## src/rtl/core/ptfr_pkg.sv

```systemverilog
// ----------------------------------------------------------------------------
// ptfr_pkg
// Shared constants, microcode types and the control store for the paged
// translation block with FIFO / random frame replacement.
// ----------------------------------------------------------------------------
package ptfr_pkg;

    localparam int PID_W       = 2;
    localparam int ADDR_W      = 13;
    localparam int PICK_W      = 2;
    localparam int FRAME_OUT_W = 2;
    localparam int VPAGE_W     = 2;
    localparam int PHYS_W      = 12;
    localparam int CNT_W       = 32;
    localparam int TIME_W      = 32;
    localparam int THOU_W      = 4;
    localparam int OFS_W       = 10;
    localparam int PAGE_SPAN   = 1000;
    localparam int MAX_THOU    = 8;

    localparam int DEF_FRAME_COUNT       = 4;
    localparam int DEF_NUM_PROCESSES     = 3;
    localparam int DEF_PAGES_PER_PROCESS = 4;

    localparam int APB_DW = 32;
    localparam int APB_AW = 3;
    localparam logic [APB_AW-3:0] REG_MODE = '0;

    localparam logic MODE_FIFO   = 1'b0;
    localparam logic MODE_RANDOM = 1'b1;

    typedef enum logic [3:0] {
        S_IDLE,
        S_LOOK,
        S_TEST_HIT,
        S_TEST_FULL,
        S_TEST_MODE,
        S_RAND,
        S_SCAN_START,
        S_SCAN_RD,
        S_SCAN_CMP,
        S_SET_BEST,
        S_EVICT_RD,
        S_EVICT,
        S_LOAD,
        S_FREE,
        S_HIT,
        S_REPORT
    } t_step;

    typedef enum logic [3:0] {
        C_NEXT,
        C_JUMP,
        C_NO_ACCEPT,
        C_INVALID,
        C_HIT,
        C_NOT_FULL,
        C_FIFO,
        C_MORE,
        C_OUT_BUSY
    } t_cond;

    typedef struct packed {
        logic  in_ready;
        logic  scan_clr;
        logic  scan_rd;
        logic  scan_cmp;
        logic  vic_best;
        logic  vic_rand;
        logic  vic_free;
        logic  evict;
        logic  load;
        logic  hit;
        logic  report;
        t_cond cond;
        t_step target;
    } t_uop;

    typedef struct packed {
        logic accept;
        logic invalid;
        logic hit;
        logic not_full;
        logic fifo;
        logic more;
        logic out_busy;
    } t_flags;

    // control store: one word per step, jump to target when cond holds
    function automatic t_uop ucode(t_step s);
        t_uop u;
        u        = '0;
        u.cond   = C_NEXT;
        u.target = S_IDLE;
        unique case (s)
            S_IDLE: begin
                u.in_ready = 1'b1;
                u.cond     = C_NO_ACCEPT;
                u.target   = S_IDLE;
            end
            S_LOOK: begin
                u.cond   = C_INVALID;
                u.target = S_REPORT;
            end
            S_TEST_HIT: begin
                u.cond   = C_HIT;
                u.target = S_HIT;
            end
            S_TEST_FULL: begin
                u.cond   = C_NOT_FULL;
                u.target = S_FREE;
            end
            S_TEST_MODE: begin
                u.cond   = C_FIFO;
                u.target = S_SCAN_START;
            end
            S_RAND: begin
                u.vic_rand = 1'b1;
                u.cond     = C_JUMP;
                u.target   = S_EVICT_RD;
            end
            S_SCAN_START: begin
                u.scan_clr = 1'b1;
            end
            S_SCAN_RD: begin
                u.scan_rd = 1'b1;
            end
            S_SCAN_CMP: begin
                u.scan_cmp = 1'b1;
                u.cond     = C_MORE;
                u.target   = S_SCAN_RD;
            end
            S_SET_BEST: begin
                u.vic_best = 1'b1;
            end
            S_EVICT_RD: begin
                u.cond = C_NEXT;
            end
            S_EVICT: begin
                u.evict = 1'b1;
            end
            S_LOAD: begin
                u.load   = 1'b1;
                u.cond   = C_JUMP;
                u.target = S_REPORT;
            end
            S_FREE: begin
                u.vic_free = 1'b1;
                u.cond     = C_JUMP;
                u.target   = S_LOAD;
            end
            S_HIT: begin
                u.hit = 1'b1;
            end
            S_REPORT: begin
                u.report = 1'b1;
                u.cond   = C_OUT_BUSY;
                u.target = S_REPORT;
            end
        endcase
        return u;
    endfunction

    // thousands digit of a decimal address
    function automatic logic [THOU_W-1:0] thousands(logic [ADDR_W-1:0] va);
        logic [THOU_W-1:0] t;
        t = '0;
        for (int k = 1; k <= MAX_THOU; k++) begin
            if (va >= ADDR_W'(k * PAGE_SPAN)) begin
                t = THOU_W'(k);
            end
        end
        return t;
    endfunction

    function automatic logic [CNT_W-1:0] sat_add(logic [CNT_W-1:0] a, logic [1:0] n);
        logic [CNT_W:0] s;
        s = {1'b0, a} + {{(CNT_W-1){1'b0}}, n};
        return s[CNT_W] ? {CNT_W{1'b1}} : s[CNT_W-1:0];
    endfunction

endpackage

```

## src/rtl/core/ptfr_if.sv

```systemverilog
// ----------------------------------------------------------------------------
// ptfr_in_if / ptfr_out_if
// Valid/ready channels for access requests and translation results.
// ----------------------------------------------------------------------------
interface ptfr_in_if;
    import ptfr_pkg::*;

    logic              valid;
    logic              ready;
    logic [PID_W-1:0]  process_id;
    logic [ADDR_W-1:0] virtual_address;
    logic [PICK_W-1:0] random_frame;

    modport source (output valid, output process_id, output virtual_address,
                    output random_frame, input ready);
    modport sink   (input valid, input process_id, input virtual_address,
                    input random_frame, output ready);
endinterface

interface ptfr_out_if;
    import ptfr_pkg::*;

    logic                   valid;
    logic                   ready;
    logic                   page_fault;
    logic [FRAME_OUT_W-1:0] frame_number;
    logic [PHYS_W-1:0]      physical_address;
    logic                   evicted;
    logic [PID_W-1:0]       victim_process;
    logic [VPAGE_W-1:0]     victim_page;
    logic [CNT_W-1:0]       fault_total;
    logic [CNT_W-1:0]       access_total;

    modport source (output valid, output page_fault, output frame_number,
                    output physical_address, output evicted, output victim_process,
                    output victim_page, output fault_total, output access_total,
                    input ready);
    modport sink   (input valid, input page_fault, input frame_number,
                    input physical_address, input evicted, input victim_process,
                    input victim_page, input fault_total, input access_total,
                    output ready);
endinterface

```

## src/rtl/core/paged_translation_with_fifo_replace_top.sv

```systemverilog
// ----------------------------------------------------------------------------
// paged_translation_with_fifo_replace_top
// Per-process page lookup with load on fault and FIFO or random eviction.
//
//   channel  dir  handshake          contents
//   i_in     in   valid/ready        process_id, virtual_address, random_frame
//   o_out    out  valid/ready        fault, frame, physical address, victim, totals
//   apb      in   psel/penable       replacement_mode at byte address 0
//
// One item at a time; each access runs from the transfer step through the report step
//   on one of five paths: invalid, hit, fault into a free frame, random eviction,
//   or FIFO eviction (the oldest-frame scan reads each frame entry through the
//   frame table port in a read step and compares it in a compare step).
// A held result does not block the next transfer; the following access waits
// in its report step until the held result is taken.
// Synchronous active-low reset clears present bits, counters and the sequencer.
// ----------------------------------------------------------------------------
module paged_translation_with_fifo_replace_top #(
    parameter int FRAME_COUNT       = ptfr_pkg::DEF_FRAME_COUNT,
    parameter int NUM_PROCESSES     = ptfr_pkg::DEF_NUM_PROCESSES,
    parameter int PAGES_PER_PROCESS = ptfr_pkg::DEF_PAGES_PER_PROCESS
) (
    input  logic                          i_clk,
    input  logic                          i_rst_n,
    ptfr_in_if.sink                       i_in,
    ptfr_out_if.source                    o_out,
    input  logic                          psel,
    input  logic                          penable,
    input  logic                          pwrite,
    input  logic [ptfr_pkg::APB_AW-1:0]   paddr,
    input  logic [ptfr_pkg::APB_DW-1:0]   pwdata,
    output logic [ptfr_pkg::APB_DW-1:0]   prdata,
    output logic                          pready
);
    import ptfr_pkg::*;

    logic   r_mode;
    t_uop   uop;
    t_flags flags;

    assign pready = 1'b1;
    assign prdata = (paddr[APB_AW-1:2] == REG_MODE) ? APB_DW'(r_mode) : '0;

    always_ff @(posedge i_clk) begin
        if (!i_rst_n) begin
            r_mode <= MODE_FIFO;
        end else if (psel && penable && pwrite && pready
                     && (paddr[APB_AW-1:2] == REG_MODE)) begin
            r_mode <= pwdata[0];
        end
    end

    ptfr_seq u_seq (
        .i_clk   (i_clk),
        .i_rst_n (i_rst_n),
        .i_flags (flags),
        .o_uop   (uop)
    );

    ptfr_dp #(
        .FRAME_COUNT       (FRAME_COUNT),
        .NUM_PROCESSES     (NUM_PROCESSES),
        .PAGES_PER_PROCESS (PAGES_PER_PROCESS)
    ) u_dp (
        .i_clk              (i_clk),
        .i_rst_n            (i_rst_n),
        .i_uop              (uop),
        .i_mode             (r_mode),
        .i_in_valid         (i_in.valid),
        .i_process_id       (i_in.process_id),
        .i_virtual_address  (i_in.virtual_address),
        .i_random_frame     (i_in.random_frame),
        .o_in_ready         (i_in.ready),
        .i_out_ready        (o_out.ready),
        .o_out_valid        (o_out.valid),
        .o_page_fault       (o_out.page_fault),
        .o_frame_number     (o_out.frame_number),
        .o_physical_address (o_out.physical_address),
        .o_evicted          (o_out.evicted),
        .o_victim_process   (o_out.victim_process),
        .o_victim_page      (o_out.victim_page),
        .o_fault_total      (o_out.fault_total),
        .o_access_total     (o_out.access_total),
        .o_flags            (flags)
    );

endmodule

```

## src/rtl/core/ptfr_seq.sv

```systemverilog
// ----------------------------------------------------------------------------
// ptfr_seq
// Step counter and control store; evaluates the jump condition of each word.
// ----------------------------------------------------------------------------
module ptfr_seq (
    input  logic            i_clk,
    input  logic            i_rst_n,
    input  ptfr_pkg::t_flags i_flags,
    output ptfr_pkg::t_uop   o_uop
);
    import ptfr_pkg::*;

    t_step r_step, n_step;
    t_uop  uop;
    logic  take;

    assign uop   = ucode(r_step);
    assign o_uop = uop;

    always_comb begin
        unique case (uop.cond)
            C_NEXT:      take = 1'b0;
            C_JUMP:      take = 1'b1;
            C_NO_ACCEPT: take = !i_flags.accept;
            C_INVALID:   take = i_flags.invalid;
            C_HIT:       take = i_flags.hit;
            C_NOT_FULL:  take = i_flags.not_full;
            C_FIFO:      take = i_flags.fifo;
            C_MORE:      take = i_flags.more;
            C_OUT_BUSY:  take = i_flags.out_busy;
            default:     take = 1'b0;
        endcase
        // REPORT is the last word; falling through wraps to IDLE
        n_step = take ? uop.target : t_step'(r_step + 4'd1);
    end

    always_ff @(posedge i_clk) begin
        if (!i_rst_n) begin
            r_step <= S_IDLE;
        end else begin
            r_step <= n_step;
        end
    end

endmodule

```

## src/rtl/core/ptfr_dp.sv

```systemverilog
// ----------------------------------------------------------------------------
// ptfr_dp
// Datapath: request latch, page tables, frame table, scan unit, counters and
// result register, all driven by the control word.
// ----------------------------------------------------------------------------
module ptfr_dp #(
    parameter int FRAME_COUNT       = ptfr_pkg::DEF_FRAME_COUNT,
    parameter int NUM_PROCESSES     = ptfr_pkg::DEF_NUM_PROCESSES,
    parameter int PAGES_PER_PROCESS = ptfr_pkg::DEF_PAGES_PER_PROCESS
) (
    input  logic                                i_clk,
    input  logic                                i_rst_n,
    input  ptfr_pkg::t_uop                      i_uop,
    input  logic                                i_mode,
    input  logic                                i_in_valid,
    input  logic [ptfr_pkg::PID_W-1:0]          i_process_id,
    input  logic [ptfr_pkg::ADDR_W-1:0]         i_virtual_address,
    input  logic [ptfr_pkg::PICK_W-1:0]         i_random_frame,
    output logic                                o_in_ready,
    input  logic                                i_out_ready,
    output logic                                o_out_valid,
    output logic                                o_page_fault,
    output logic [ptfr_pkg::FRAME_OUT_W-1:0]    o_frame_number,
    output logic [ptfr_pkg::PHYS_W-1:0]         o_physical_address,
    output logic                                o_evicted,
    output logic [ptfr_pkg::PID_W-1:0]          o_victim_process,
    output logic [ptfr_pkg::VPAGE_W-1:0]        o_victim_page,
    output logic [ptfr_pkg::CNT_W-1:0]          o_fault_total,
    output logic [ptfr_pkg::CNT_W-1:0]          o_access_total,
    output ptfr_pkg::t_flags                    o_flags
);
    import ptfr_pkg::*;

    localparam int TBL  = NUM_PROCESSES * PAGES_PER_PROCESS;
    localparam int SW   = (TBL > 1) ? $clog2(TBL) : 1;
    localparam int PW   = (PAGES_PER_PROCESS > 1) ? $clog2(PAGES_PER_PROCESS) : 1;
    localparam int FW   = $clog2(FRAME_COUNT);
    localparam int CW   = $clog2(FRAME_COUNT + 1);
    localparam int FE_W = PID_W + PW + TIME_W;

    // request latch
    logic              r_valid;
    logic [PID_W-1:0]  r_pid;
    logic [PW-1:0]     r_page;
    logic [OFS_W-1:0]  r_ofs;
    logic [SW-1:0]     r_slot;
    logic [PICK_W-1:0] r_pick;

    // page tables
    logic [TBL-1:0]    r_present;
    logic [FW-1:0]     pf_mem [TBL];
    logic [FW-1:0]     r_pf_rd;

    // frame table
    logic [FE_W-1:0]   f_mem [FRAME_COUNT];
    logic [FE_W-1:0]   r_fdata;
    logic [FW-1:0]     f_addr;
    logic [PID_W-1:0]  fd_owner;
    logic [PW-1:0]     fd_page;
    logic [TIME_W-1:0] fd_time;

    // scan and victim
    logic [CW-1:0]     r_scan;
    logic [CW-1:0]     scan_prev;
    logic [FW-1:0]     r_best;
    logic [TIME_W-1:0] r_best_time;
    logic [FW-1:0]     r_victim;
    logic [CW-1:0]     r_in_use;
    logic              vic_ok;
    logic [SW-1:0]     vic_slot;

    // counters and per-item result
    logic [TIME_W-1:0] r_time;
    logic [CNT_W-1:0]  r_fault_cnt;
    logic [CNT_W-1:0]  r_access_cnt;
    logic              r_fault;
    logic [FW-1:0]     r_frame;
    logic              r_ev;
    logic [PID_W-1:0]  r_vproc;
    logic [PW-1:0]     r_vpage;

    // request decode
    logic [THOU_W-1:0] in_thou;
    logic              in_ok;
    logic              accept;
    logic              out_busy;

    assign in_thou = thousands(i_virtual_address);
    assign in_ok   = (i_process_id != '0) && (32'(i_process_id) <= NUM_PROCESSES)
                   && (in_thou != '0) && (32'(in_thou) - 1 < PAGES_PER_PROCESS);

    assign o_in_ready = i_uop.in_ready;
    assign accept     = i_in_valid && i_uop.in_ready;
    assign out_busy   = o_out_valid && !i_out_ready;

    assign fd_owner = r_fdata[FE_W-1 -: PID_W];
    assign fd_page  = r_fdata[TIME_W +: PW];
    assign fd_time  = r_fdata[TIME_W-1:0];
    assign f_addr   = i_uop.scan_rd ? r_scan[FW-1:0] : r_victim;
    assign scan_prev = r_scan - CW'(1);

    assign vic_ok   = (fd_owner != '0) && (32'(fd_owner) <= NUM_PROCESSES)
                    && (32'(fd_page) < PAGES_PER_PROCESS);
    assign vic_slot = SW'((32'(fd_owner) - 1) * PAGES_PER_PROCESS + 32'(fd_page));

    always_comb begin
        o_flags.accept   = accept;
        o_flags.invalid  = !r_valid;
        o_flags.hit      = r_present[r_slot];
        o_flags.not_full = 32'(r_in_use) < FRAME_COUNT;
        o_flags.fifo     = (i_mode == MODE_FIFO);
        o_flags.more     = 32'(r_scan) != FRAME_COUNT;
        o_flags.out_busy = out_busy;
    end

    // memories
    always_ff @(posedge i_clk) begin
        if (i_uop.load) begin
            pf_mem[r_slot]  <= r_victim;
            f_mem[r_victim] <= {r_pid, r_page, r_time + TIME_W'(1)};
        end
        r_pf_rd <= pf_mem[r_slot];
        r_fdata <= f_mem[f_addr];
    end

    // payload registers
    always_ff @(posedge i_clk) begin
        if (accept) begin
            r_pid   <= i_process_id;
            r_pick  <= i_random_frame;
            r_page  <= PW'(32'(in_thou) - 1);
            r_ofs   <= OFS_W'(32'(i_virtual_address) - 32'(in_thou) * PAGE_SPAN);
            r_slot  <= in_ok ? SW'((32'(i_process_id) - 1) * PAGES_PER_PROCESS
                                   + 32'(in_thou) - 1) : '0;
            r_fault <= 1'b0;
            r_frame <= '0;
            r_ev    <= 1'b0;
            r_vproc <= '0;
            r_vpage <= '0;
        end
        if (i_uop.scan_clr) begin
            r_scan <= '0;
        end
        if (i_uop.scan_rd) begin
            r_scan <= r_scan + CW'(1);
        end
        if (i_uop.scan_cmp && ((r_scan == CW'(1)) || (fd_time < r_best_time))) begin
            r_best      <= scan_prev[FW-1:0];
            r_best_time <= fd_time;
        end
        if (i_uop.vic_best) begin
            r_victim <= r_best;
        end
        if (i_uop.vic_rand) begin
            r_victim <= FW'((32'(r_pick) >= FRAME_COUNT) ? 32'(r_pick) - FRAME_COUNT
                                                          : 32'(r_pick));
        end
        if (i_uop.vic_free) begin
            r_victim <= r_in_use[FW-1:0];
        end
        if (i_uop.evict) begin
            r_ev    <= 1'b1;
            r_vproc <= fd_owner;
            r_vpage <= fd_page;
        end
        if (i_uop.load) begin
            r_fault <= 1'b1;
            r_frame <= r_victim;
        end
        if (i_uop.hit) begin
            r_frame <= r_pf_rd;
        end
        if (i_uop.report && !out_busy) begin
            o_page_fault       <= r_fault;
            o_frame_number     <= FRAME_OUT_W'(r_frame);
            o_physical_address <= r_valid ? PHYS_W'(32'(r_frame) * PAGE_SPAN + 32'(r_ofs))
                                          : '0;
            o_evicted          <= r_ev;
            o_victim_process   <= r_vproc;
            o_victim_page      <= VPAGE_W'(r_vpage);
            o_fault_total      <= r_fault_cnt;
            o_access_total     <= r_access_cnt;
        end
    end

    // control state
    always_ff @(posedge i_clk) begin
        if (!i_rst_n) begin
            r_valid      <= 1'b0;
            r_present    <= '0;
            r_in_use     <= '0;
            r_time       <= '0;
            r_fault_cnt  <= '0;
            r_access_cnt <= '0;
            o_out_valid  <= 1'b0;
        end else begin
            if (accept) begin
                r_valid <= in_ok;
            end
            if (i_uop.evict) begin
                if (vic_ok) begin
                    r_present[vic_slot] <= 1'b0;
                end
                r_access_cnt <= sat_add(r_access_cnt, 2'd3);
            end
            if (i_uop.vic_free) begin
                r_in_use     <= r_in_use + CW'(1);
                r_access_cnt <= sat_add(r_access_cnt, 2'd2);
            end
            if (i_uop.hit) begin
                r_time       <= r_time + TIME_W'(1);
                r_access_cnt <= sat_add(r_access_cnt, 2'd1);
            end
            if (i_uop.load) begin
                r_present[r_slot] <= 1'b1;
                r_time            <= r_time + TIME_W'(1);
                r_fault_cnt       <= sat_add(r_fault_cnt, 2'd1);
            end
            if (i_uop.report && !out_busy) begin
                o_out_valid <= 1'b1;
            end else if (i_out_ready) begin
                o_out_valid <= 1'b0;
            end
        end
    end

endmodule

```

## src/flat_wrapper.sv

```systemverilog
// flat-port wrapper written by rule: the top's interface ports become plain ports
module paged_translation_with_fifo_replace_top_flat import ptfr_pkg::*;
#(
    parameter int FRAME_COUNT       = ptfr_pkg::DEF_FRAME_COUNT,
    parameter int NUM_PROCESSES     = ptfr_pkg::DEF_NUM_PROCESSES,
    parameter int PAGES_PER_PROCESS = ptfr_pkg::DEF_PAGES_PER_PROCESS
)
  (i_clk, i_rst_n, psel, penable, pwrite, paddr, pwdata, prdata, pready, i_in_valid, i_in_process_id, i_in_virtual_address, i_in_random_frame, i_in_ready, o_out_valid, o_out_page_fault, o_out_frame_number, o_out_physical_address, o_out_evicted, o_out_victim_process, o_out_victim_page, o_out_fault_total, o_out_access_total, o_out_ready);
  ptfr_in_if i_in_i ();
  ptfr_out_if o_out_i ();
  input  logic i_clk;
  input  logic i_rst_n;
  input  logic psel;
  input  logic penable;
  input  logic pwrite;
  input  logic [ptfr_pkg::APB_AW-1:0] paddr;
  input  logic [ptfr_pkg::APB_DW-1:0] pwdata;
  output logic [ptfr_pkg::APB_DW-1:0] prdata;
  output logic pready;
  input wire logic [$bits(i_in_i.valid)-1:0] i_in_valid;
  input wire logic [$bits(i_in_i.process_id)-1:0] i_in_process_id;
  input wire logic [$bits(i_in_i.virtual_address)-1:0] i_in_virtual_address;
  input wire logic [$bits(i_in_i.random_frame)-1:0] i_in_random_frame;
  output wire logic [$bits(i_in_i.ready)-1:0] i_in_ready;
  output wire logic [$bits(o_out_i.valid)-1:0] o_out_valid;
  output wire logic [$bits(o_out_i.page_fault)-1:0] o_out_page_fault;
  output wire logic [$bits(o_out_i.frame_number)-1:0] o_out_frame_number;
  output wire logic [$bits(o_out_i.physical_address)-1:0] o_out_physical_address;
  output wire logic [$bits(o_out_i.evicted)-1:0] o_out_evicted;
  output wire logic [$bits(o_out_i.victim_process)-1:0] o_out_victim_process;
  output wire logic [$bits(o_out_i.victim_page)-1:0] o_out_victim_page;
  output wire logic [$bits(o_out_i.fault_total)-1:0] o_out_fault_total;
  output wire logic [$bits(o_out_i.access_total)-1:0] o_out_access_total;
  input wire logic [$bits(o_out_i.ready)-1:0] o_out_ready;
  assign i_in_i.valid = i_in_valid;
  assign i_in_i.process_id = i_in_process_id;
  assign i_in_i.virtual_address = i_in_virtual_address;
  assign i_in_i.random_frame = i_in_random_frame;
  assign i_in_ready = i_in_i.ready;
  assign o_out_valid = o_out_i.valid;
  assign o_out_page_fault = o_out_i.page_fault;
  assign o_out_frame_number = o_out_i.frame_number;
  assign o_out_physical_address = o_out_i.physical_address;
  assign o_out_evicted = o_out_i.evicted;
  assign o_out_victim_process = o_out_i.victim_process;
  assign o_out_victim_page = o_out_i.victim_page;
  assign o_out_fault_total = o_out_i.fault_total;
  assign o_out_access_total = o_out_i.access_total;
  assign o_out_i.ready = o_out_ready;
  paged_translation_with_fifo_replace_top #(.FRAME_COUNT(FRAME_COUNT), .NUM_PROCESSES(NUM_PROCESSES), .PAGES_PER_PROCESS(PAGES_PER_PROCESS)) u_core (.i_clk(i_clk), .i_rst_n(i_rst_n), .i_in(i_in_i), .o_out(o_out_i), .psel(psel), .penable(penable), .pwrite(pwrite), .paddr(paddr), .pwdata(pwdata), .prdata(prdata), .pready(pready));
endmodule
```

## config.mk

```make
export PLATFORM = sky130hd
export DESIGN_NAME = paged_translation_with_fifo_replace_top_flat
export DESIGN_NICKNAME = d
export VERILOG_FILES = /design/src/rtl/core/ptfr_pkg.sv /design/src/rtl/core/ptfr_if.sv /design/src/rtl/core/paged_translation_with_fifo_replace_top.sv /design/src/rtl/core/ptfr_seq.sv /design/src/rtl/core/ptfr_dp.sv /design/src/flat_wrapper.sv
export SDC_FILE = /design/constraint.sdc
export NUM_CORES = 1
export LEC_CHECK = 0
export ABC_AREA = 1
export BUFFER_PORTS_ARGS = -buffer_cell sky130_fd_sc_hd__buf_2
export CAP_MARGIN = 20
export CORE_MARGIN = 5
export CORE_UTILIZATION = 25
export DETAILED_ROUTE_END_ITERATION = 8
export PLACE_DENSITY = 0.36
export SLEW_MARGIN = 20
export SYNTH_ARGS = -nofsm -noshare
export SYNTH_HDL_FRONTEND = slang
export SYNTH_SLANG_ARGS = --single-unit
```

## constraint.sdc

```tcl
create_clock -name i_clk -period 11.8 [get_ports i_clk]
set_clock_uncertainty 0.2 [all_clocks]
set_input_delay 0.59 -clock i_clk [delete_from_list [all_inputs] [get_ports i_clk]]
set_output_delay 0.59 -clock i_clk [all_outputs]
set_load 0.03 [all_outputs]
```

# Word level (Yosys, flattened, before mapping)
# Memories as Yosys holds them, arrays and structs flattened. A register that Yosys moved wholly into a read port is not among the register bits.
# Cells that the tools add are included.
[totals]
mem_count = 2
in_bits = 59
output_inout_bits = 119
ram_bits = 168
wordCells = 183
regBits = 269
[mem_list]
columns = ["name", "words", "word_bits", "read_ports", "rd_ports_with_merged_regs", "write_ports", "line_no", "text"]
rows = [
  ["u_core.u_dp.f_mem", 4, 36, 1, 1, 1, "ptfr_dp.sv:55", "logic [FE_W-1:0] f_mem [FRAME_COUNT];"],
  ["u_core.u_dp.pf_mem", 12, 2, 1, 1, 1, "ptfr_dp.sv:51", "logic [FW-1:0] pf_mem [TBL];"],
]
[classes]
muxes = 58
mul = 2
n_eq_ne = 24
bitwise = 5
reduce_logical = 29
n_addsub = 17
n_lt_le_gt_ge = 15
[ops]
columns = ["cell", "n"]
rows = [
  ["$mux W32", 9],
  ["$add A32 B1 Y33 const B", 2],
  ["$add A32 B2 Y33 const B", 2],
  ["$ge A13 B13 Y1 const B", 4],
  ["$mux W12", 4],
  ["$add A32 B1 Y32 const B", 1],
  ["$eq A4 B3 Y1 const B", 8],
  ["$eq A4 B4 Y1 const B", 8],
  ["$lt A32 B3 Y1 const B", 1],
  ["$lt A32 B32 Y1", 1],
  ["$pmux W4 S8", 1],
  ["$pmux W4 S7", 1],
  ["$ge A13 B12 Y1 const B", 2],
  ["$mux W2", 11],
  ["$mux W1", 20],
  ["$mux W4", 5],
  ["$eq A4 B2 Y1 const B", 4],
  ["$ge A13 B10 Y1 const B", 1],
  ["$ge A13 B11 Y1 const B", 1],
  ["$add A12 B10 Y12", 1],
  ["$and A12 B12 Y12", 1],
  ["$not A12 Y12", 1],
  ["$or A12 B12 Y12", 1],
  ["$reduce_bool A2 Y1", 6],
  ["28 further kinds", 54],
]

# Depth between registers and ports, before layout
# Gate-level depths: netlist of run 1.
[logic_depth]
word_depth = 13
depth_mapped = 25
mapped_depth_nobuf = 25

# Modules after synthesis
# Synthesis of run 1 repeated with hierarchy kept, for this count alone.
[hier_totals]
hier_cells = 2580
hier_area_um2 = 23505.0
[modules_own_cells]
columns = ["module", "n_inst", "area_per_inst_um2", "seq_area_each_um2", "cells_each"]
rows = [
  ["ptfr_dp", 1, 22569.1, 12582.1, 2425],
  ["ptfr_seq", 1, 621.8, 80.1, 109],
  ["paged_translation_with_fifo_replace_top", 1, 314.1, 20.0, 46],
]

# Worst setup path after synthesis of run 1
# No wires, ideal clock.
[synth_timing]
kind = "register -> register"
from = "register u_core.u_seq.r_step[0]"
to = "register u_core.u_dp.o_access_total[0] (netlist bit) (enable)"
arrival_ps = 4469
stages_incl_launch_ff = 6
setup_slack_ps = 6604
path_buffers = 0
setup_time_ps = 527
required_time_ps = 11073
synth_period_minus_slack_ps = 5196
path_cell_list = "dfxtp_1 > ha_1 > inv_1 > nor2_1 > inv_1 > nor2_1"
[synth_between]
elab_chain_cells = 3
[synth_rtl]
columns = ["element", "line_no", "text"]
rows = [
  ["start, declared", "ptfr_seq.sv:13", "t_step r_step, n_step;"],
  ["start signal, assigned", "ptfr_seq.sv:41", "r_step <= n_step;"],
  ["$eq A4 B4 Y1", "ptfr_pkg.sv:95", "unique case (s)"],
  ["$mux W1", "ptfr_pkg.sv:95", ""],
  ["$logic_and A1 B1 Y1", "ptfr_dp.sv:173", "if (i_uop.report && !out_busy) begin"],
  ["end signal, assigned", "ptfr_dp.sv:182", "o_access_total <= r_access_cnt;"],
  ["end, declared", "ptfr_dp.sv:29", "output logic [ptfr_pkg::CNT_W-1:0] o_access_total,"],
]
# Every way passes these cells.
# A chain may end at the register's enable or synchronous reset.

# Worst setup path in the final report of run 1
[layout_timing]
from = "input i_in_virtual_address[8]"
to = "register u_core.u_dp.r_ofs[9], data pin"
[layout_between]
elab_chain_cells = 11
elab_cells_between_ends = 18
cone_classes = "add/sub (1); mul (1); order compare (8); mux (8)"
[layout_rtl]
columns = ["element", "line_no", "text"]
rows = [
  ["start, declared", "flat_wrapper.sv:22", "input wire logic [$bits(i_in_i.virtual_address)-1:0] i_in_virtual_address;"],
  ["$ge A13 B10 Y1", "ptfr_pkg.sv:169", "if (va >= ADDR_W'(k * PAGE_SPAN)) begin"],
  ["$mux W1", "ptfr_pkg.sv:169", ""],
  ["$mux W2 (2 in series)", "ptfr_pkg.sv:169", ""],
  ["$mux W3", "ptfr_pkg.sv:169", ""],
  ["$mux W4 (4 in series)", "ptfr_pkg.sv:169", ""],
  ["$mul A4 B7 Y7", "ptfr_dp.sv:132", "r_ofs <= OFS_W'(32'(i_virtual_address) - 32'(in_thou) * PAGE_SPAN);"],
  ["$sub A10 B10 Y10 (*)", "ptfr_dp.sv:132", ""],
  ["end signal, assigned", "ptfr_dp.sv:132", ""],
  ["end, declared", "ptfr_dp.sv:45", "logic [OFS_W-1:0] r_ofs;"],
]
# Every way passes the cells marked *; elsewhere a longest branch is shown, timed or not.

==> metrics.txt, run 1 <==
Post-synth EDFFs=317; HP Class=input pin to register; most common cell after layout, fill and taps aside=nand2_1; post-layout min period=4129 ps; most frequent cells in the layout=nand2_1 (562), edfxtp_1 (317), inv_1 (265); slew margin rel.=0.2813; Antenna Cells=0; Worst Path Required=11950 ps; wirelength, routed=66540 um; switch share=0.2982; Distinct cells, synth=57; Area growth syn-to-layout=16.30%; TritonCTS clock tree=yes; sequential area share after synthesis=0.5457; Highest Signal Layer=met4; Switch Pwr=1.394 mW; ys async rst share=0; Skew-Pair Late Insertion Delay=610 ps; initial antenna violation count=1; Leak=10.55 nW; outcome=completed; most used cell, CP=nand2_1; die extent in y=314.9 um; CP endpoint kind=register; Slowest-stage cell, CP=fa_1; TritonCTS buffer count=56; total core area=91940 sq um; power density cells=172.9 nW/um^2; Pint=3.280 mW; Sink Count=475; Flop pwr share=0.442; Fin. Hold Viols=0; die area=99160 sq um; vias after detailed routing=16.99k; drt initial violations=879; Clock power frac=0.379; Final nets=2729; Yosys warning count=0; CP top delay family=adder cells; post-detailed-route DRC marker count=0; global placer's final weighted congestion=0.8485; Post-Syn Area=23240 sq um; largest net degree at the start of global routing=73; final core utilization=0.2940; Post-CTS Resized=0; critical-path cell list=buf_2 -> nand2_1 -> nor2_1 -> nand3_1 -> nand2_1 -> inv_1 -> nand2_1 -> nand3_1 -> nand2_1 -> inv_1 -> ha_1 -> fa_1 -> ha_1 -> xor2_1 -> ha_1 -> a21oi_1 -> inv_1 -> nand3_1 -> nand2_1 -> xor2_1 -> inv_1; Overall Global Routing Usage=0.1318; post-route ant nets=0; Starting Density=0.2528; RSZ-0062 raised after global routing=false; main flop type after synthesis=edfxtp_1; layout cell share with drive strength beyond 1=0.1195; Largest stage delay, worst path=490 ps; dpl cells=3767; Peak Freq=242.2 MHz; first drt pass iteration count=5; Critical Path Start Type=input pin; Fillers=9754; Longest Clk Path Bufs=3; Crit Path Class=input pin to register; max-cap violation count=0; Routed WL per cell=17.15 um; Setup TNS=0 ps; Top Ports=178; WP data arrival=4280 ps; GRT overflow=0; CP max FO=7; Mean Syn Cell Area=9.425 sq um; detailed placer's ending HPWL=46070 um; clock slew at reported path FFs=60 ps; CP Buf/Inv Count=5; Met2 Routed Length=31230 um; Root Driver=clkbuf_16; Combinational Power Share=0.179; Hold Crit Start=pwdata[0]; crit path from=i_in_virtual_address[8]; gate count of the mapped netlist=2466; synthesized flop and latch total=475; Slew Limit Fails=0; worst r2r src=u_core.u_seq.r_step[2]; number of global-route vias before repair=16.87k; # port buffers=112; met3 routed WL=2713 um; period utilisation layout=0.3499; cell row count=111; chip width=314.9 um; Avg Vias per Cell=4.379; H-tree Lvls=2; M1 WL=31250 um; setup violators final=0; non-filler cells, final=3880; first-pass GRT wire length=102300 um; slew at the pin closest to its max-slew limit=1074 ps; Peak VDD IR=0.00009787 V
-- what timing repair did --
action	CTS	global route
endpoints found under the setup margin	0	0
hold endpoints to repair	7	0
hold buffers	7	0
setup buffers	0	0
-- per-stage QoR --
stage          hold WS [ps]  setup WS, ps  area (sq um)  power, mW
4_1_cts               20.85          7663         27030      4.775
2_1_floorplan         200.3          6604         23360      2.685
6_report              67.22          7671         27030      4.674
3_3_place_gp          215.3          6993         25040      2.946
3_5_place_dp          214.7          7024         25060      2.954
5_1_grt               41.70          7349         27030      4.964
-- cell usage after synthesis (all sizes together) (2+ instances only) --
cell type / instances / area (sq um)
nand2: 577 / 2223
edfxtp: 317 / 9519
inv: 277 / 1040
nor2: 234 / 1060
a21oi: 174 / 912.1
dfxtp: 158 / 3163
nand3: 118 / 600.6
o21ai: 104 / 520.5
xor2: 89 / 779.5
buf: 78 / 524.2
ha: 75 / 938.4
nor3: 37 / 211.5
a32oi: 36 / 315.3
xnor2: 29 / 254.0
clkbuf: 25 / 95.09
nand4: 22 / 167.7
o21bai: 22 / 165.2
o211ai: 17 / 127.6
a22oi: 14 / 105.1
or2: 9 / 56.31
a31oi: 8 / 50.05
a211oi: 6 / 45.04
fa: 6 / 120.1
nand3b: 5 / 37.54
o221ai: 5 / 43.79
nor3b: 4 / 30.03
nor4: 4 / 25.02
clkinv: 2 / 7.510
conb: 2 / 7.510
o311ai: 2 / 17.52
or3: 2 / 12.51
-- cell type report --
class	instances	area, sq um	area share
Clock inverter	28	287.8	0.01065
Multi-Input combinational cell	1640	9064	0.3353
Tap cell	1243	1555	0.05754
Inverter	279	1047	0.03874
Sequential cell	475	12680	0.4692
Clock buffer	78	1615	0.05976
Timing Repair Buffer	137	778.2	0.02879
-- worst reg2reg max path: cells and delay by family, from the launching register on --
family          cells  cell delay, ps
buf+inv             6            1460
compound gates      1             570
flops               1             570
simple gates        5             680
-- state kept, by name (all words and copies together), names as in the netlist, 24 cells and up --
| register | flops |
|---|---|
| u_core.u_dp.r_access_cnt | 32 |
| u_core.u_dp.o_access_total | 32 |
| u_core.u_dp.r_fdata | 36 |
| u_core.u_dp.r_fault_cnt | 32 |
| u_core.u_dp.f_mem | 144 |
| u_core.u_dp.pf_mem | 24 |
| u_core.u_dp.r_best_time | 32 |
| u_core.u_dp.r_time | 32 |
| u_core.u_dp.o_fault_total | 32 |
-- metal layers --
metal	vias up	track usage
met5	-	0
met4	0	0.03016
met3	87	0.02064
met2	337	0.2220
met1	8076	0.1790
li1	8490	-
-- worst paths after layout --
check,end,slack (ps),cells after the start
max reg2reg,u_core.u_dp.r_fdata[32],8160,12
min,u_core.r_mode,70,2
min reg2reg,u_core.u_dp.o_victim_page[0],220,0
max,u_core.u_dp.r_ofs[9],7670,21
-- power by group through the flow --
stage	registers, mW	clock network [mW]	logic, mW
floorplan	2.05	0	0.640
finish	2.06	1.77	0.836
CTS	2.07	1.85	0.860
global route	2.08	1.92	0.966
global placement	2.10	0	0.845
detailed placement	2.10	0	0.852
-- logic make-up after synthesis --
group | Yosys count | synth area share
buf+inv | 382 | 0.07171
simple gates | 1012 | 0.1904
compound gates | 396 | 0.1019
xor+xnor | 118 | 0.04447
other cells | 2 | 0.0003231
flops | 475 | 0.5457
fa+ha+maj | 81 | 0.04555
(Power assumes the default switching activity.)
==> run 2, diff against run 1 <==
--- a/config.mk
+++ b/config.mk
@@ -11,7 +11,7 @@
 export CORE_MARGIN = 5
 export CORE_UTILIZATION = 25
 export DETAILED_ROUTE_END_ITERATION = 8
-export PLACE_DENSITY = 0.36
+export PLACE_DENSITY = 0.37
 export SLEW_MARGIN = 20
 export SYNTH_ARGS = -nofsm -noshare
 export SYNTH_HDL_FRONTEND = slang
==> constraint.sdc (replaced) <==
create_clock -name i_clk -period 3.5 [get_ports i_clk]
set_clock_uncertainty 0.2 [all_clocks]
set_input_delay 0.175 -clock i_clk [delete_from_list [all_inputs] [get_ports i_clk]]
set_output_delay 0.175 -clock i_clk [all_outputs]
set_load 0.03 [all_outputs]
==> run 2 against run 1 <==
- highest routed layer unchanged
- critical endpoint unchanged
- clock power rose to 3.4 times the previous value
- sequential share of layout area down 1.3 points
- power increased to 3.4 times the previous value
- count of clock-buffer cells in the layout grew 5
- global-route usage fell by 0.12 points
- design area rose by 2.8%
- critical path depth fell by 1
- sequential power rose to 3.4 times the previous value
- setup slack lost 7400 ps
- largest cell class unchanged
==> metrics.txt, run 2 (synthesized netlist as in run 1, its figures left out) <==
outcome=completed; TritonCTS clock tree=yes; RSZ-0062 raised after global routing=false; crit path from=i_in_virtual_address[4]; R2R cell count=5; post-route ant nets=0; Root Driver=clkbuf_16; Flop pwr share=0.432; number of global-route vias before repair=17.41k; first drt pass iteration count=5; die extent in y=314.9 um; most frequent cells in the layout=nand2_1 (559), edfxtp_1 (317), inv_1 (264); CP max FO=4; H-tree Lvls=2; Biggest register=u_core.u_dp.f_mem; GRT overflow=0; power density cells=576.6 nW/um^2; total setup buffers inserted after CTS=0; WP data arrival=3370 ps; Fin. Hold Viols=0; Skew-Pair Late Insertion Delay=620 ps; HP Class=input pin to register; reg2reg end=u_core.u_dp.f_mem[0][18]; Top Ports=178; setup violators final=0; Clock power frac=0.379; initial antenna violation count=2; Antenna Cells=0; slew at the pin closest to its max-slew limit=1019 ps; Largest register FFs=144; Setup crit end=u_core.u_dp.r_ofs[9]; layout cell share with drive strength beyond 1=0.1431; Sink Count=475; Avg Vias per Cell=4.357; die area=99160 sq um; FF-to-FF setup slack=500 ps; max-cap violation count=0; first-pass GRT wire length=102300 um; Peak Freq=313.0 MHz; wirelength, routed=66400 um; biggest regs=u_core.u_dp.f_mem x144, u_core.u_dp.r_fdata x36; total power=16.02 mW; Final nets=2804; slew margin rel.=0.3210; Longest Clk Path Bufs=3; Starting Density=0.2528; chip width=314.9 um; CP endpoint kind=register; Crit Path Class=input pin to register; Hold Slack=56.23 ps; Leak=10.96 nW; post-layout min period=3195 ps; clock slew at reported path FFs=60 ps; Worst Path Required=3680 ps; Routed WL per cell=16.79 um; Pint=11.29 mW; # port buffers=112; vias after detailed routing=17.23k; largest net degree at the start of global routing=73; switch share=0.2954; most common cell after layout, fill and taps aside=nand2_1; drt initial violations=981; Area growth syn-to-layout=19.51%; global placer's final weighted congestion=0.8597; cell row count=111; period utilisation layout=0.9128; Slew Limit Fails=0; Combinational Power Share=0.189; Switch Pwr=4.731 mW; post-detailed-route DRC marker count=0; detailed placer's ending HPWL=46420 um; final core utilization=0.3021; worst r2r src=u_core.u_seq.r_step[3]; Peak VDD IR=0.0003103 V; TritonCTS buffer count=56; Overall Global Routing Usage=0.1306; total core area=91940 sq um; Critical Path Start Type=input pin
## run 2: cell count changes in the layout (fill, tap and decap cells not counted), sizes merged, moves of 2 or more
cell,delta
dlygate4sd3,+5
clkinvlp,-2
buf,+69
clkinv,-3
bufinv,+2
clkbuf,+5
inv,-2
## run 2: what timing repair did
item                                   in CTS  in global routing
setup endpoints to repair                   0                  2
endpoints found under the hold margin      16                  0
gates resized for setup                     0                  6
hold buffers                               13                  0
## run 2: worst min path at each step
stage | slack [ps] | endpoint | cells after the start | startpoint
final | 60 | u_core.u_dp.r_time[25] | 4 | i_rst_n
after global placement | 160 | u_core.u_dp.r_ofs[1] | 1 | i_in_virtual_address[1]
after detailed placement | 150 | u_core.u_dp.r_ofs[2] | 1 | i_in_virtual_address[2]
after CTS | 2 | u_core.u_dp.r_time[25] | 4 | i_rst_n
after global routing | 30 | u_core.u_dp.r_ofs[0] | 2 | i_in_virtual_address[0]
after floorplan | 70 | u_core.u_dp.r_ofs[0] | 0 | i_in_virtual_address[0]
## run 2: metal layers
layer / global-route usage / vias to the layer above / share of wire
met4: 0.03591 / 0 / 0.024
met5: 0 / - / 0
li1: - / 8649 / -
met2: 0.2150 / 291 / 0.46
met1: 0.1782 / 8190 / 0.48
met3: 0.02176 / 102 / 0.037
## run 2: power by group through the flow
stage | clock [mW] | combinational, mW | sequential, mW
3_3_place_gp | 0 | 3.04 | 7.03
5_1_grt | 6.52 | 3.46 | 6.97
4_1_cts | 6.30 | 3.10 | 6.93
6_report | 6.06 | 3.03 | 6.92
2_1_floorplan | 0 | 2.18 | 6.89
3_5_place_dp | 0 | 3.07 | 7.04
## run 2: worst max-delay path: stages
cell and delay (ps):
buf_2 110, or2_2 300, nand3_1 120, nand2_1 60, nand2_1 60, nand3_1 120, nand2_2 120, ha_1 250
fa_1 550, inv_1 70, fa_1 590, ha_4 210, nand2_1 60, nand2_1 60, a21oi_2 150, inv_1 50
nand3_1 60, nand2_1 60, xor2_1 130, inv_1 50
## run 2: cell type report
cell class	count	area [sq um]
multi-input combinational	1640	9110
inverter	279	1047
tap	1243	1555
clock buffer	83	1593
clock inverter	23	326.6
sequential	475	12680
fill	9701	64170
timing repair buffer	212	1461
## run 2: through the flow
step	setup TNS (ps)	instances	setup WS [ps]	area [sq um]
3_5_place_dp	-669.6	3837	-392.6	25720
2_1_floorplan	-76300	2497	-1060	23410
3_3_place_gp	-646.8	3837	-414.5	25720
6_report	0	3955	305.3	27780
5_1_grt	0	3955	63.96	27780
4_1_cts	0	3956	24.29	27770
